$ cat src/rtl/pfs_pkg.sv
// ----------------------------------------------------------------------------
// pfs_pkg
// Shared types and constants of the potentiometer to rpm setpoint filter.
// ----------------------------------------------------------------------------
package pfs_pkg;

   localparam int ADC_W    = 12;
   localparam int ALPHA_W  = 9;
   localparam int RPM_W    = 16;
   localparam int FREQ_W   = 19;
   localparam int CSR_IDX_W  = 3;
   localparam int CSR_DATA_W = 16;

   // serial divider: dividend and divisor widths
   localparam int DVD_W    = 28;
   localparam int DVS_W    = 12;
   localparam int DIV_CNT_W = $clog2(DVD_W);

   // queue between front and back
   localparam int QUEUE_DEPTH = 2;
   localparam int QPTR_W      = $clog2(QUEUE_DEPTH);
   localparam int QCNT_W      = $clog2(QUEUE_DEPTH + 1);

   // rpm * 256 / 60 by reciprocal multiplication
   localparam int     RPM_PER_HZ      = 60;
   localparam int     FREQ_DIV_SHIFT  = RPM_W + 8 + $clog2(RPM_PER_HZ);
   localparam int     FREQ_PROD_SHIFT = FREQ_DIV_SHIFT - 8;
   localparam longint FREQ_RECIP      = ((longint'(1) << FREQ_DIV_SHIFT)
                                         + longint'(RPM_PER_HZ) - 1)
                                        / longint'(RPM_PER_HZ);
   localparam int     FREQ_RECIP_W    = $clog2(FREQ_RECIP + 1);

   typedef enum logic [CSR_IDX_W-1:0] {
      REG_DEADZONE        = 3'd0,
      REG_ZERO_SNAP       = 3'd1,
      REG_SMOOTHING_ALPHA = 3'd2,
      REG_ADC_FULL_SCALE  = 3'd3,
      REG_MIN_RPM         = 3'd4,
      REG_MAX_RPM         = 3'd5,
      REG_RPM_DEADBAND    = 3'd6
   } reg_index_type;

   typedef struct packed {
      logic [ADC_W-1:0]   deadzone;
      logic [ADC_W-1:0]   zero_snap;
      logic [ALPHA_W-1:0] smoothing_alpha;
      logic [ADC_W-1:0]   adc_full_scale;
      logic [RPM_W-1:0]   min_rpm;
      logic [RPM_W-1:0]   max_rpm;
      logic [RPM_W-1:0]   rpm_deadband;
   } cfg_type;

   localparam cfg_type CFG_RESET = '{
      deadzone:        ADC_W'(50),
      zero_snap:       ADC_W'(5),
      smoothing_alpha: ALPHA_W'(51),
      adc_full_scale:  ADC_W'(4095),
      min_rpm:         RPM_W'(0),
      max_rpm:         RPM_W'(3000),
      rpm_deadband:    RPM_W'(10)
   };

   typedef struct packed {
      logic             start;
      logic [DVD_W-1:0] dividend;
      logic [DVS_W-1:0] divisor;
   } div_req_type;

   typedef struct packed {
      logic             done;
      logic [DVD_W-1:0] quotient;
   } div_rsp_type;

endpackage

$ cat src/rtl/pfs_fifo.sv
// ----------------------------------------------------------------------------
// pfs_fifo
// Short queue carrying completed block sums from the front to the back.
// ----------------------------------------------------------------------------
module pfs_fifo
   import pfs_pkg::*;
#(
   parameter int WIDTH = 20
) (
   input  logic             clock,
   input  logic             reset,
   input  logic             push,
   input  logic [WIDTH-1:0] push_data,
   input  logic             pop,
   output logic [WIDTH-1:0] pop_data,
   output logic             full,
   output logic             empty
);

   logic [WIDTH-1:0]  entries_ff [QUEUE_DEPTH];
   logic [QPTR_W-1:0] wr_ptr_ff, wr_ptr_in;
   logic [QPTR_W-1:0] rd_ptr_ff, rd_ptr_in;
   logic [QCNT_W-1:0] count_ff, count_in;

   assign full     = (count_ff == QCNT_W'(QUEUE_DEPTH));
   assign empty    = (count_ff == '0);
   assign pop_data = entries_ff[rd_ptr_ff];

   always_comb begin
      wr_ptr_in = wr_ptr_ff;
      rd_ptr_in = rd_ptr_ff;
      count_in  = count_ff;
      if (push) begin
         wr_ptr_in = wr_ptr_ff + QPTR_W'(1);
      end
      if (pop) begin
         rd_ptr_in = rd_ptr_ff + QPTR_W'(1);
      end
      if (push && !pop) begin
         count_in = count_ff + QCNT_W'(1);
      end else if (pop && !push) begin
         count_in = count_ff - QCNT_W'(1);
      end
   end

   always_ff @(posedge clock) begin
      if (reset) begin
         wr_ptr_ff <= '0;
         rd_ptr_ff <= '0;
         count_ff  <= '0;
      end else begin
         wr_ptr_ff <= wr_ptr_in;
         rd_ptr_ff <= rd_ptr_in;
         count_ff  <= count_in;
      end
   end

   always_ff @(posedge clock) begin
      if (push) begin
         entries_ff[wr_ptr_ff] <= push_data;
      end
   end

endmodule

$ cat src/rtl/pfs_front.sv
// ----------------------------------------------------------------------------
// pfs_front
// Accepts samples, sums them per block and queues each completed block sum.
// ----------------------------------------------------------------------------
module pfs_front
   import pfs_pkg::*;
#(
   parameter int SAMPLE_COUNT = 16,
   parameter int SUM_W        = 20
) (
   input  logic             clock,
   input  logic             reset,
   input  logic             req_valid,
   output logic             req_stall,
   input  logic [ADC_W-1:0] req_sample,
   output logic             push,
   output logic [SUM_W-1:0] push_data,
   input  logic             full
);

   localparam int CNT_W = (SAMPLE_COUNT > 1) ? $clog2(SAMPLE_COUNT) : 1;

   logic [SUM_W-1:0] sum_ff, sum_in;
   logic [CNT_W-1:0] cnt_ff, cnt_in;
   logic             last;
   logic             accept;
   logic [SUM_W-1:0] sum_next;

   assign last      = (cnt_ff == CNT_W'(SAMPLE_COUNT - 1));
   assign req_stall = last && full;
   assign accept    = req_valid && !req_stall;
   assign sum_next  = sum_ff + SUM_W'(req_sample);
   assign push      = accept && last;
   assign push_data = sum_next;

   always_comb begin
      sum_in = sum_ff;
      cnt_in = cnt_ff;
      if (accept) begin
         if (last) begin
            sum_in = '0;
            cnt_in = '0;
         end else begin
            sum_in = sum_next;
            cnt_in = cnt_ff + CNT_W'(1);
         end
      end
   end

   always_ff @(posedge clock) begin
      if (reset) begin
         sum_ff <= '0;
         cnt_ff <= '0;
      end else begin
         sum_ff <= sum_in;
         cnt_ff <= cnt_in;
      end
   end

endmodule

$ cat src/rtl/pfs_div.sv
// ----------------------------------------------------------------------------
// pfs_div
// Radix-2 restoring divider, one quotient bit per cycle.
// ----------------------------------------------------------------------------
module pfs_div
   import pfs_pkg::*;
(
   input  logic        clock,
   input  logic        reset,
   input  div_req_type req,
   output div_rsp_type rsp
);

   logic                 busy_ff, busy_in;
   logic                 done_ff, done_in;
   logic [DIV_CNT_W-1:0] cnt_ff, cnt_in;
   logic [DVD_W-1:0]     quo_ff, quo_in;
   logic [DVS_W-1:0]     rem_ff, rem_in;
   logic [DVS_W-1:0]     dvs_ff, dvs_in;
   logic [DVS_W:0]       shifted;
   logic [DVS_W:0]       diff;
   logic                 fits;

   assign shifted = {rem_ff, quo_ff[DVD_W-1]};
   assign fits    = (shifted >= {1'b0, dvs_ff});
   assign diff    = shifted - {1'b0, dvs_ff};

   assign rsp.done     = done_ff;
   assign rsp.quotient = quo_ff;

   always_comb begin
      busy_in = busy_ff;
      done_in = 1'b0;
      cnt_in  = cnt_ff;
      quo_in  = quo_ff;
      rem_in  = rem_ff;
      dvs_in  = dvs_ff;
      if (req.start) begin
         busy_in = 1'b1;
         cnt_in  = '0;
         quo_in  = req.dividend;
         rem_in  = '0;
         dvs_in  = req.divisor;
      end else if (busy_ff) begin
         quo_in = {quo_ff[DVD_W-2:0], fits};
         rem_in = fits ? diff[DVS_W-1:0] : shifted[DVS_W-1:0];
         cnt_in = cnt_ff + DIV_CNT_W'(1);
         if (cnt_ff == DIV_CNT_W'(DVD_W - 1)) begin
            busy_in = 1'b0;
            done_in = 1'b1;
         end
      end
   end

   always_ff @(posedge clock) begin
      if (reset) begin
         busy_ff <= 1'b0;
         done_ff <= 1'b0;
         cnt_ff  <= '0;
      end else begin
         busy_ff <= busy_in;
         done_ff <= done_in;
         cnt_ff  <= cnt_in;
      end
   end

   always_ff @(posedge clock) begin
      quo_ff <= quo_in;
      rem_ff <= rem_in;
      dvs_ff <= dvs_in;
   end

endmodule

$ cat src/rtl/pfs_back.sv
// ----------------------------------------------------------------------------
// pfs_back
// Sequencer that turns each block sum into the filtered level, rpm setpoint
// and frequency, using the serial divider for the mapping, and holds the
// result.
// ----------------------------------------------------------------------------
module pfs_back
   import pfs_pkg::*;
#(
   parameter int SAMPLE_COUNT = 16,
   parameter int SUM_W        = 20
) (
   input  logic              clock,
   input  logic              reset,
   input  cfg_type           cfg,
   input  logic [SUM_W-1:0]  q_data,
   input  logic              q_empty,
   output logic              q_pop,
   output div_req_type       div_req,
   input  div_rsp_type       div_rsp,
   output logic              rsp_valid,
   input  logic              rsp_stall,
   output logic [RPM_W-1:0]  rsp_rpm,
   output logic [FREQ_W-1:0] rsp_frequency_q8
);

   localparam int FILT_W  = 20;
   localparam int LEVEL_W = 13;
   localparam int PROD_W  = FILT_W + ALPHA_W;

   // block average by reciprocal multiplication, exact for every block sum
   localparam int     AVG_SHIFT = SUM_W + $clog2(SAMPLE_COUNT);
   localparam longint AVG_RECIP = ((longint'(1) << AVG_SHIFT)
                                   + longint'(SAMPLE_COUNT) - 1)
                                  / longint'(SAMPLE_COUNT);

   typedef enum logic [9:0] {
      S_IDLE    = 10'b0000000001,
      S_AVG     = 10'b0000000010,
      S_SNAP    = 10'b0000000100,
      S_EMA     = 10'b0000001000,
      S_LEVEL   = 10'b0000010000,
      S_MAP     = 10'b0000100000,
      S_MAPDIV  = 10'b0001000000,
      S_HYST    = 10'b0010000000,
      S_FREQ    = 10'b0100000000,
      S_OUT     = 10'b1000000000
   } state_type;

   state_type           state_ff, state_in;
   logic [SUM_W-1:0]    sum_ff, sum_in;
   logic [ADC_W-1:0]    avg_ff, avg_in;
   logic [FILT_W-1:0]   filt_ff, filt_in;
   logic [RPM_W-1:0]    cur_ff, cur_in;
   logic [PROD_W-1:0]   prod_a_ff, prod_a_in;
   logic [PROD_W-1:0]   prod_b_ff, prod_b_in;
   logic [DVD_W-1:0]    num_ff, num_in;
   logic                neg_ff, neg_in;
   logic [RPM_W-1:0]    mapped_ff, mapped_in;
   logic [FREQ_W-1:0]   freq_ff, freq_in;
   logic                out_valid_ff, out_valid_in;
   logic [RPM_W-1:0]    out_rpm_ff, out_rpm_in;
   logic [FREQ_W-1:0]   out_freq_ff, out_freq_in;

   logic [2*SUM_W:0]    avg_prod;
   logic [ADC_W-1:0]    avg_raw;
   logic [RPM_W+FREQ_RECIP_W-1:0] freq_prod;
   logic [ALPHA_W-1:0]  alpha;
   logic [ALPHA_W-1:0]  alpha_inv;
   logic [PROD_W:0]     acc;
   logic [FILT_W:0]     level_wide;
   logic [LEVEL_W-1:0]  level;
   logic [LEVEL_W-1:0]  level_ofs;
   logic [RPM_W-1:0]    span;
   logic [LEVEL_W+RPM_W-1:0] num_wide;
   logic [DVD_W:0]      x_wide;
   logic [RPM_W-1:0]    diff;

   assign rsp_valid        = out_valid_ff;
   assign rsp_rpm          = out_rpm_ff;
   assign rsp_frequency_q8 = out_freq_ff;

   assign avg_prod  = sum_ff * (SUM_W+1)'(AVG_RECIP);
   assign avg_raw   = avg_prod[AVG_SHIFT +: ADC_W];
   assign freq_prod = cur_ff * FREQ_RECIP_W'(FREQ_RECIP);
   assign alpha     = (cfg.smoothing_alpha > ALPHA_W'(256)) ? ALPHA_W'(256)
                                                            : cfg.smoothing_alpha;
   assign alpha_inv = ALPHA_W'(256) - alpha;
   assign acc       = (PROD_W+1)'(prod_a_ff) + (PROD_W+1)'(prod_b_ff)
                      + (PROD_W+1)'(128);
   assign level_wide = (FILT_W+1)'(filt_ff) + (FILT_W+1)'(128);
   assign level     = level_wide[FILT_W:8];
   assign level_ofs = level - LEVEL_W'(cfg.deadzone);
   assign span      = (cfg.max_rpm >= cfg.min_rpm) ? (cfg.max_rpm - cfg.min_rpm)
                                                   : (cfg.min_rpm - cfg.max_rpm);
   assign num_wide  = level_ofs * span;
   assign x_wide    = (DVD_W+1)'(cfg.min_rpm) + (DVD_W+1)'(div_rsp.quotient);
   assign diff      = (mapped_ff >= cur_ff) ? (mapped_ff - cur_ff) : (cur_ff - mapped_ff);

   always_comb begin
      state_in     = state_ff;
      sum_in       = sum_ff;
      avg_in       = avg_ff;
      filt_in      = filt_ff;
      cur_in       = cur_ff;
      prod_a_in    = prod_a_ff;
      prod_b_in    = prod_b_ff;
      num_in       = num_ff;
      neg_in       = neg_ff;
      mapped_in    = mapped_ff;
      freq_in      = freq_ff;
      out_valid_in = out_valid_ff && rsp_stall;
      out_rpm_in   = out_rpm_ff;
      out_freq_in  = out_freq_ff;
      q_pop        = 1'b0;
      div_req      = '0;
      unique case (state_ff)
         S_IDLE: begin
            if (!q_empty) begin
               q_pop    = 1'b1;
               sum_in   = q_data;
               state_in = S_AVG;
            end
         end
         S_AVG: begin
            avg_in   = (avg_raw <= cfg.deadzone) ? '0 : avg_raw;
            state_in = S_SNAP;
         end
         S_SNAP: begin
            if (avg_ff == '0 && filt_ff <= {cfg.zero_snap, 8'b0}) begin
               filt_in  = '0;
               state_in = S_LEVEL;
            end else begin
               prod_a_in = filt_ff * alpha_inv;
               prod_b_in = {avg_ff, 8'b0} * alpha;
               state_in  = S_EMA;
            end
         end
         S_EMA: begin
            filt_in  = acc[FILT_W+7:8];
            state_in = S_LEVEL;
         end
         S_LEVEL: begin
            if (level <= LEVEL_W'(cfg.deadzone)) begin
               cur_in   = '0;
               state_in = S_FREQ;
            end else if (cfg.adc_full_scale <= cfg.deadzone) begin
               mapped_in = cfg.max_rpm;
               state_in  = S_HYST;
            end else begin
               num_in   = num_wide[DVD_W-1:0];
               neg_in   = (cfg.min_rpm > cfg.max_rpm);
               state_in = S_MAP;
            end
         end
         S_MAP: begin
            div_req.start    = 1'b1;
            div_req.dividend = num_ff;
            div_req.divisor  = cfg.adc_full_scale - cfg.deadzone;
            state_in         = S_MAPDIV;
         end
         S_MAPDIV: begin
            if (div_rsp.done) begin
               if (neg_ff && div_rsp.quotient != '0) begin
                  mapped_in = cfg.min_rpm;
               end else if (x_wide > (DVD_W+1)'(cfg.max_rpm)) begin
                  mapped_in = cfg.max_rpm;
               end else begin
                  mapped_in = x_wide[RPM_W-1:0];
               end
               state_in = S_HYST;
            end
         end
         S_HYST: begin
            if (diff > cfg.rpm_deadband) begin
               cur_in = mapped_ff;
            end
            state_in = S_FREQ;
         end
         S_FREQ: begin
            freq_in  = freq_prod[FREQ_PROD_SHIFT +: FREQ_W];
            state_in = S_OUT;
         end
         S_OUT: begin
            if (!out_valid_ff || !rsp_stall) begin
               out_valid_in = 1'b1;
               out_rpm_in   = cur_ff;
               out_freq_in  = freq_ff;
               state_in     = S_IDLE;
            end
         end
         default: begin
            state_in = S_IDLE;
         end
      endcase
   end

   always_ff @(posedge clock) begin
      if (reset) begin
         state_ff     <= S_IDLE;
         filt_ff      <= '0;
         cur_ff       <= '0;
         out_valid_ff <= 1'b0;
      end else begin
         state_ff     <= state_in;
         filt_ff      <= filt_in;
         cur_ff       <= cur_in;
         out_valid_ff <= out_valid_in;
      end
   end

   always_ff @(posedge clock) begin
      sum_ff      <= sum_in;
      avg_ff      <= avg_in;
      prod_a_ff   <= prod_a_in;
      prod_b_ff   <= prod_b_in;
      num_ff      <= num_in;
      neg_ff      <= neg_in;
      mapped_ff   <= mapped_in;
      freq_ff     <= freq_in;
      out_rpm_ff  <= out_rpm_in;
      out_freq_ff <= out_freq_in;
   end

endmodule

$ cat src/rtl/pot_to_rpm_setpoint_filter_core.sv
// ----------------------------------------------------------------------------
// pot_to_rpm_setpoint_filter_core
// Potentiometer samples in, filtered rpm setpoint and frequency out.
// ----------------------------------------------------------------------------
// Samples are taken one per cycle while req_stall is low and summed in
// blocks of SAMPLE_COUNT; each completed block yields one item with the rpm
// setpoint and rpm/60 in Q.8. A two-entry queue holds block sums while the
// back end works, so req_stall rises only on the last sample of a block
// when that queue is full. The back end runs a block through up to nine steps
// (queue pop, block average, snap test, smoothing, level, divider start,
// hysteresis, rpm/60, output) plus a wait on the radix-2 divider for the
// linear rpm mapping; block average and rpm/60 use reciprocal multiplication.
// A block whose level falls in the deadzone skips the divider and the
// hysteresis. When blocks arrive faster than the back end finishes them, the
// input is held to one block per back end pass. The result sits in an output
// register until taken while the next block is already being worked on.
// Configuration registers are written through csr_we/csr_index/csr_data.
// ----------------------------------------------------------------------------
module pot_to_rpm_setpoint_filter_core
   import pfs_pkg::*;
#(
   parameter int SAMPLE_COUNT = 16
) (
   input  logic                  clock,
   input  logic                  reset,
   input  logic                  req_valid,
   output logic                  req_stall,
   input  logic [ADC_W-1:0]      req_sample,
   output logic                  rsp_valid,
   input  logic                  rsp_stall,
   output logic [RPM_W-1:0]      rsp_rpm,
   output logic [FREQ_W-1:0]     rsp_frequency_q8,
   input  logic                  csr_we,
   input  logic [CSR_IDX_W-1:0]  csr_index,
   input  logic [CSR_DATA_W-1:0] csr_data
);

   localparam int SUM_W = $clog2(SAMPLE_COUNT * 4095 + 1);

   cfg_type          cfg_ff, cfg_in;
   logic             q_push;
   logic [SUM_W-1:0] q_push_data;
   logic             q_pop;
   logic [SUM_W-1:0] q_pop_data;
   logic             q_full;
   logic             q_empty;
   div_req_type      div_req;
   div_rsp_type      div_rsp;

   always_comb begin
      cfg_in = cfg_ff;
      if (csr_we) begin
         unique case (reg_index_type'(csr_index))
            REG_DEADZONE:        cfg_in.deadzone        = csr_data[ADC_W-1:0];
            REG_ZERO_SNAP:       cfg_in.zero_snap       = csr_data[ADC_W-1:0];
            REG_SMOOTHING_ALPHA: cfg_in.smoothing_alpha = csr_data[ALPHA_W-1:0];
            REG_ADC_FULL_SCALE:  cfg_in.adc_full_scale  = csr_data[ADC_W-1:0];
            REG_MIN_RPM:         cfg_in.min_rpm         = csr_data[RPM_W-1:0];
            REG_MAX_RPM:         cfg_in.max_rpm         = csr_data[RPM_W-1:0];
            REG_RPM_DEADBAND:    cfg_in.rpm_deadband    = csr_data[RPM_W-1:0];
            default: begin
               cfg_in = cfg_ff;
            end
         endcase
      end
   end

   always_ff @(posedge clock) begin
      if (reset) begin
         cfg_ff <= CFG_RESET;
      end else begin
         cfg_ff <= cfg_in;
      end
   end

   pfs_front #(
      .SAMPLE_COUNT (SAMPLE_COUNT),
      .SUM_W        (SUM_W)
   ) u_front (
      .clock      (clock),
      .reset      (reset),
      .req_valid  (req_valid),
      .req_stall  (req_stall),
      .req_sample (req_sample),
      .push       (q_push),
      .push_data  (q_push_data),
      .full       (q_full)
   );

   pfs_fifo #(
      .WIDTH (SUM_W)
   ) u_fifo (
      .clock     (clock),
      .reset     (reset),
      .push      (q_push),
      .push_data (q_push_data),
      .pop       (q_pop),
      .pop_data  (q_pop_data),
      .full      (q_full),
      .empty     (q_empty)
   );

   pfs_div u_div (
      .clock (clock),
      .reset (reset),
      .req   (div_req),
      .rsp   (div_rsp)
   );

   pfs_back #(
      .SAMPLE_COUNT (SAMPLE_COUNT),
      .SUM_W        (SUM_W)
   ) u_back (
      .clock            (clock),
      .reset            (reset),
      .cfg              (cfg_ff),
      .q_data           (q_pop_data),
      .q_empty          (q_empty),
      .q_pop            (q_pop),
      .div_req          (div_req),
      .div_rsp          (div_rsp),
      .rsp_valid        (rsp_valid),
      .rsp_stall        (rsp_stall),
      .rsp_rpm          (rsp_rpm),
      .rsp_frequency_q8 (rsp_frequency_q8)
   );

endmodule

$ cat config.mk
export PLATFORM = sky130hd
export DESIGN_NAME = pot_to_rpm_setpoint_filter_core
export DESIGN_NICKNAME = d
export VERILOG_FILES = /design/src/rtl/pfs_pkg.sv /design/src/rtl/pfs_fifo.sv /design/src/rtl/pfs_front.sv /design/src/rtl/pfs_div.sv /design/src/rtl/pfs_back.sv /design/src/rtl/pot_to_rpm_setpoint_filter_core.sv
export SDC_FILE = /design/constraint.sdc
export NUM_CORES = 2
export LEC_CHECK = 0
export BUFFER_PORTS_ARGS = -buffer_cell sky130_fd_sc_hd__buf_4
export CAP_MARGIN = 20
export CORE_ASPECT_RATIO = 0.9
export CORE_MARGIN = 2
export CORE_UTILIZATION = 70
export CTS_CLUSTER_SIZE = 28
export DETAILED_ROUTE_END_ITERATION = 8
export GPL_ROUTABILITY_DRIVEN = 0
export HOLD_SLACK_MARGIN = 0.15
export PLACE_DENSITY_LB_ADDON = 0.3
export SLEW_MARGIN = 20
export SYNTH_ARGS = -nofsm -noshare
export SYNTH_HDL_FRONTEND = slang
export SYNTH_SLANG_ARGS = --single-unit
$ cat constraint.sdc
create_clock -name clock -period 12.7 [get_ports clock]
set_clock_uncertainty 0.05 [all_clocks]
set_input_delay 2.54 -clock clock [delete_from_list [all_inputs] [get_ports clock]]
set_output_delay 2.54 -clock clock [all_outputs]
set_load 0.01 [all_outputs]
==> out/results.txt <==
CTS clock-pin slew for the worst setup and hold paths -> 70 ps
status -> finished clean
core area -> 0.0581 mm^2
reg2reg start -> cfg_ff[25]
hpwl dp -> 79400 um
Worst setup EP type -> flip-flop
vias in the first global route -> 32000
synth cell count leaders -> nand2_1, inv_1, ha_1, fa_1, nor2_1
Post-synth ARST share -> 0%
count of final hold-check violations -> 0
WP data required -> 12990 ps
Synth cell types -> 91
Setup TNS -> 0 ps
H-tree level count -> 2
top post-synthesis cells by area -> fa_1, edfxtp_1, ha_1
Critical Path Fanout Max -> 13
utilization after layout -> 75.5%
worst-margin pin slew -> 1160 ps
top_reg_cell synth -> edfxtp_1
biggest area consumer among synthesized cells -> fa_1
Period minus WS final -> 9520 ps
Die Ht -> 234 um
R2R Path End -> u_back.num_ff[27]
WL/cell -> 19.9 um
register area share after synthesis -> 25.7%
reg-to-reg slack, setup -> 3180 ps
Mapped Nets -> 5371
flops & latches, synth -> 411
die area -> 0.0605 mm^2
Flop pwr share -> 17.4%
Gate Count Post-Synth -> 4487
PwrDens -> 252 mW/mm^2
# clock sinks -> 411
Post CTS Setup Buffer Count -> 0
static leakage -> 20.5 nW
layout cell share with drive strength beyond 1 -> 6.21%
cell with the most instances after synthesis -> nand2_1
fmax -> 105 MHz
DR iter-0 viols -> 3257
Comb pwr share -> 69.6%
GRT overflow -> 0
remaining antenna violation count -> 0
buffer and inverter count on the worst path -> 6
hold-fix buffers at CTS -> 0
initial antenna violation count -> 2
Final Setup Violations -> 0
max-capacitance violation count -> 0
FF-to-FF path depth -> 33
startpoint types -> flip-flop
WL final -> 105000 um
crit path capture -> u_back.num_ff[27]
number of buffers created by CTS -> 46
area of the multi-input gates -> 0.0275 mm^2
Rows -> 84
DRC Markers -> 0
vias post-DR -> 32600
Crit path max-delay family -> adder cells
delay of the slowest critical-path stage -> 850 ps
worst hold path stage count -> 0
Die X -> 259 um
critical setup path kind -> reg2reg
starting density of the core -> 70.5%
final net count -> 5372
unrepaired setup endpoints after global routing -> no
count of final max-slew check failures -> 0
CTS tree -> built
final worst-path cycle share -> 74.9%
class of the worst hold path -> reg2reg
Worst-Skew Late Latency -> 610 ps
sequential cell area -> 0.0105 mm^2
Layout area overhead -> 7.07%
CTS Root Buffer Type -> clkbuf_16
worst vdd ir -> 0.00203 V
GRT Util Overall -> 35.4%
Sw Ratio -> 45.7%
Clock Power Share -> 13.0%
Worst path depth -> 33
largest net degree at the start of global routing -> 74
Worst Path Arrival -> 9810 ps
I/O pin count -> 73
Synth top area share -> 18.9%
Mapped Area -> 0.0410 mm^2
internal power -> 6.00 mW
Synth Warn # -> 0
CP dominant cell by count -> inv_1
DR pass1 iterations -> 6
Sw Pwr -> 5.05 mW
Max clock buf depth -> 3
Post-synth EDFFs -> 228
worst setup path startpoint -> cfg_ff[25]
# fillers -> 4063
global-route wire length before repair -> 169000 um
synthesized area per cell -> 9.13 um^2
post_cts resized -> 0
Via density -> 6.15
relative slew slack -> 22.2%
Port Buffer Count -> 72
critical path's slowest cell -> xor2_1
hold_ws -> 364 ps
==> layout by cell type, fill, tap and decap left out, types with 28 or more instances in the layout <==
cell type,n
a21o_1,73
a21oi_1,235
a22oi_1,32
and2_1,149
buf_4,124
clkbuf_16,47
dfxtp_1,183
edfxtp_1,228
fa_1,387
ha_1,461
inv_1,626
mux2i_1,36
nand2_1,663
nand2b_1,48
nand3_1,72
nand4_1,43
nor2_1,237
nor2b_1,60
nor3_1,67
o211ai_1,28
o21a_1,31
o21ai_0,100
xnor2_1,128
xor2_1,72
==> power groups by stage <==
stage | Clock [mW] | Sequential (mW) | Combinational [mW]
after global routing | 1.50 | 1.92 | 8.78
after global placement | 0 | 1.95 | 7.35
after floorplan | 0 | 1.92 | 5.82
final | 1.44 | 1.92 | 7.69
after CTS | 1.45 | 1.92 | 7.72
after detailed placement | 0 | 1.95 | 7.66
==> kinds of logic (layout without fill, tap and decap cells) <==
group	Yosys count	in the layout	synth area share, %
compound gates	710	710	11.5
xor+xnor	207	207	4.48
fa+ha+maj	848	848	33.0
buf+inv	800	839	7.51
flops	411	411	25.7
mux	52	52	1.32
other cells	0	2	0
simple gates	1459	1459	16.6
==> sequential cells by signal, summed over array words and instances, names as in the netlist, 10 cells and up <==
name	flops
cfg_ff	93
u_back.num_ff	28
u_div.quo_ff	28
u_fifo.entries_ff	24
u_back.prod_a_ff	21
u_back.filt_ff	20
u_back.prod_b_ff	20
u_back.freq_ff	19
u_back.rsp_frequency_q8	19
u_back.cur_ff	16
u_back.mapped_ff	16
u_back.rsp_rpm	16
u_front.sum_ff	16
u_back.avg_ff	12
u_back.sum_ff	12
u_div.dvs_ff	12
u_div.rem_ff	12
u_back.state_ff	10
==> worst min path at each step <==
stage / from / end / slack, ps
after floorplan: u_back.freq_ff[0] / u_back.rsp_frequency_q8[0] / 350
after global placement: u_back.freq_ff[0] / u_back.rsp_frequency_q8[0] / 350
after detailed placement: u_back.freq_ff[13] / u_back.rsp_frequency_q8[13] / 360
after CTS: u_back.freq_ff[2] / u_back.rsp_frequency_q8[2] / 370
after global routing: u_back.freq_ff[2] / u_back.rsp_frequency_q8[2] / 370
final: u_back.freq_ff[4] / u_back.rsp_frequency_q8[4] / 360
==> metrics by stage <==
| step | setup slack, ps | instance area (um^2) | power [mW] | std cells |
|---|---|---|---|---|
| detailed placement | 3290 | 42200 | 9.60 | 5213 |
| global placement | 3540 | 42200 | 9.30 | 5213 |
| CTS | 3210 | 43800 | 11.1 | 5299 |
| finish | 3180 | 43900 | 11.0 | 5302 |
| global route | 2490 | 43900 | 12.2 | 5302 |
| floorplan | 4550 | 41000 | 7.75 | 4487 |
==> metal layers <==
layer	GRT usage [%]	up-vias	share of wire [%]
met1	49.2	15800	41
met3	6.87	280	10
li1	-	14900	-
met4	13.1	0	4.0
met2	55.3	1636	45
met5	0	-	0
==> worst register-to-register path: cells and delay by family (launching register included) <==
family	cells	cell delay [ps]
XOR/XNOR	2	990
multiplexers	1	370
AND/OR/NAND/NOR	4	610
buffers and inverters	6	350
adder cells (fa/ha/maj)	7	3510
flip-flops	1	390
AO/OA/AOI/OAI	13	2960
==> area by class of cell <==
class | count | area share [%]
Antenna cell | 2 | 0.0114
Clock buffer | 58 | 2.82
Clock inverter | 28 | 0.844
Inverter | 628 | 5.37
Multi-Input combinational cell | 3276 | 62.6
Sequential cell | 411 | 24.0
Tap cell | 774 | 2.21
Timing Repair Buffer | 125 | 2.18
(Power assumes the default switching activity.)
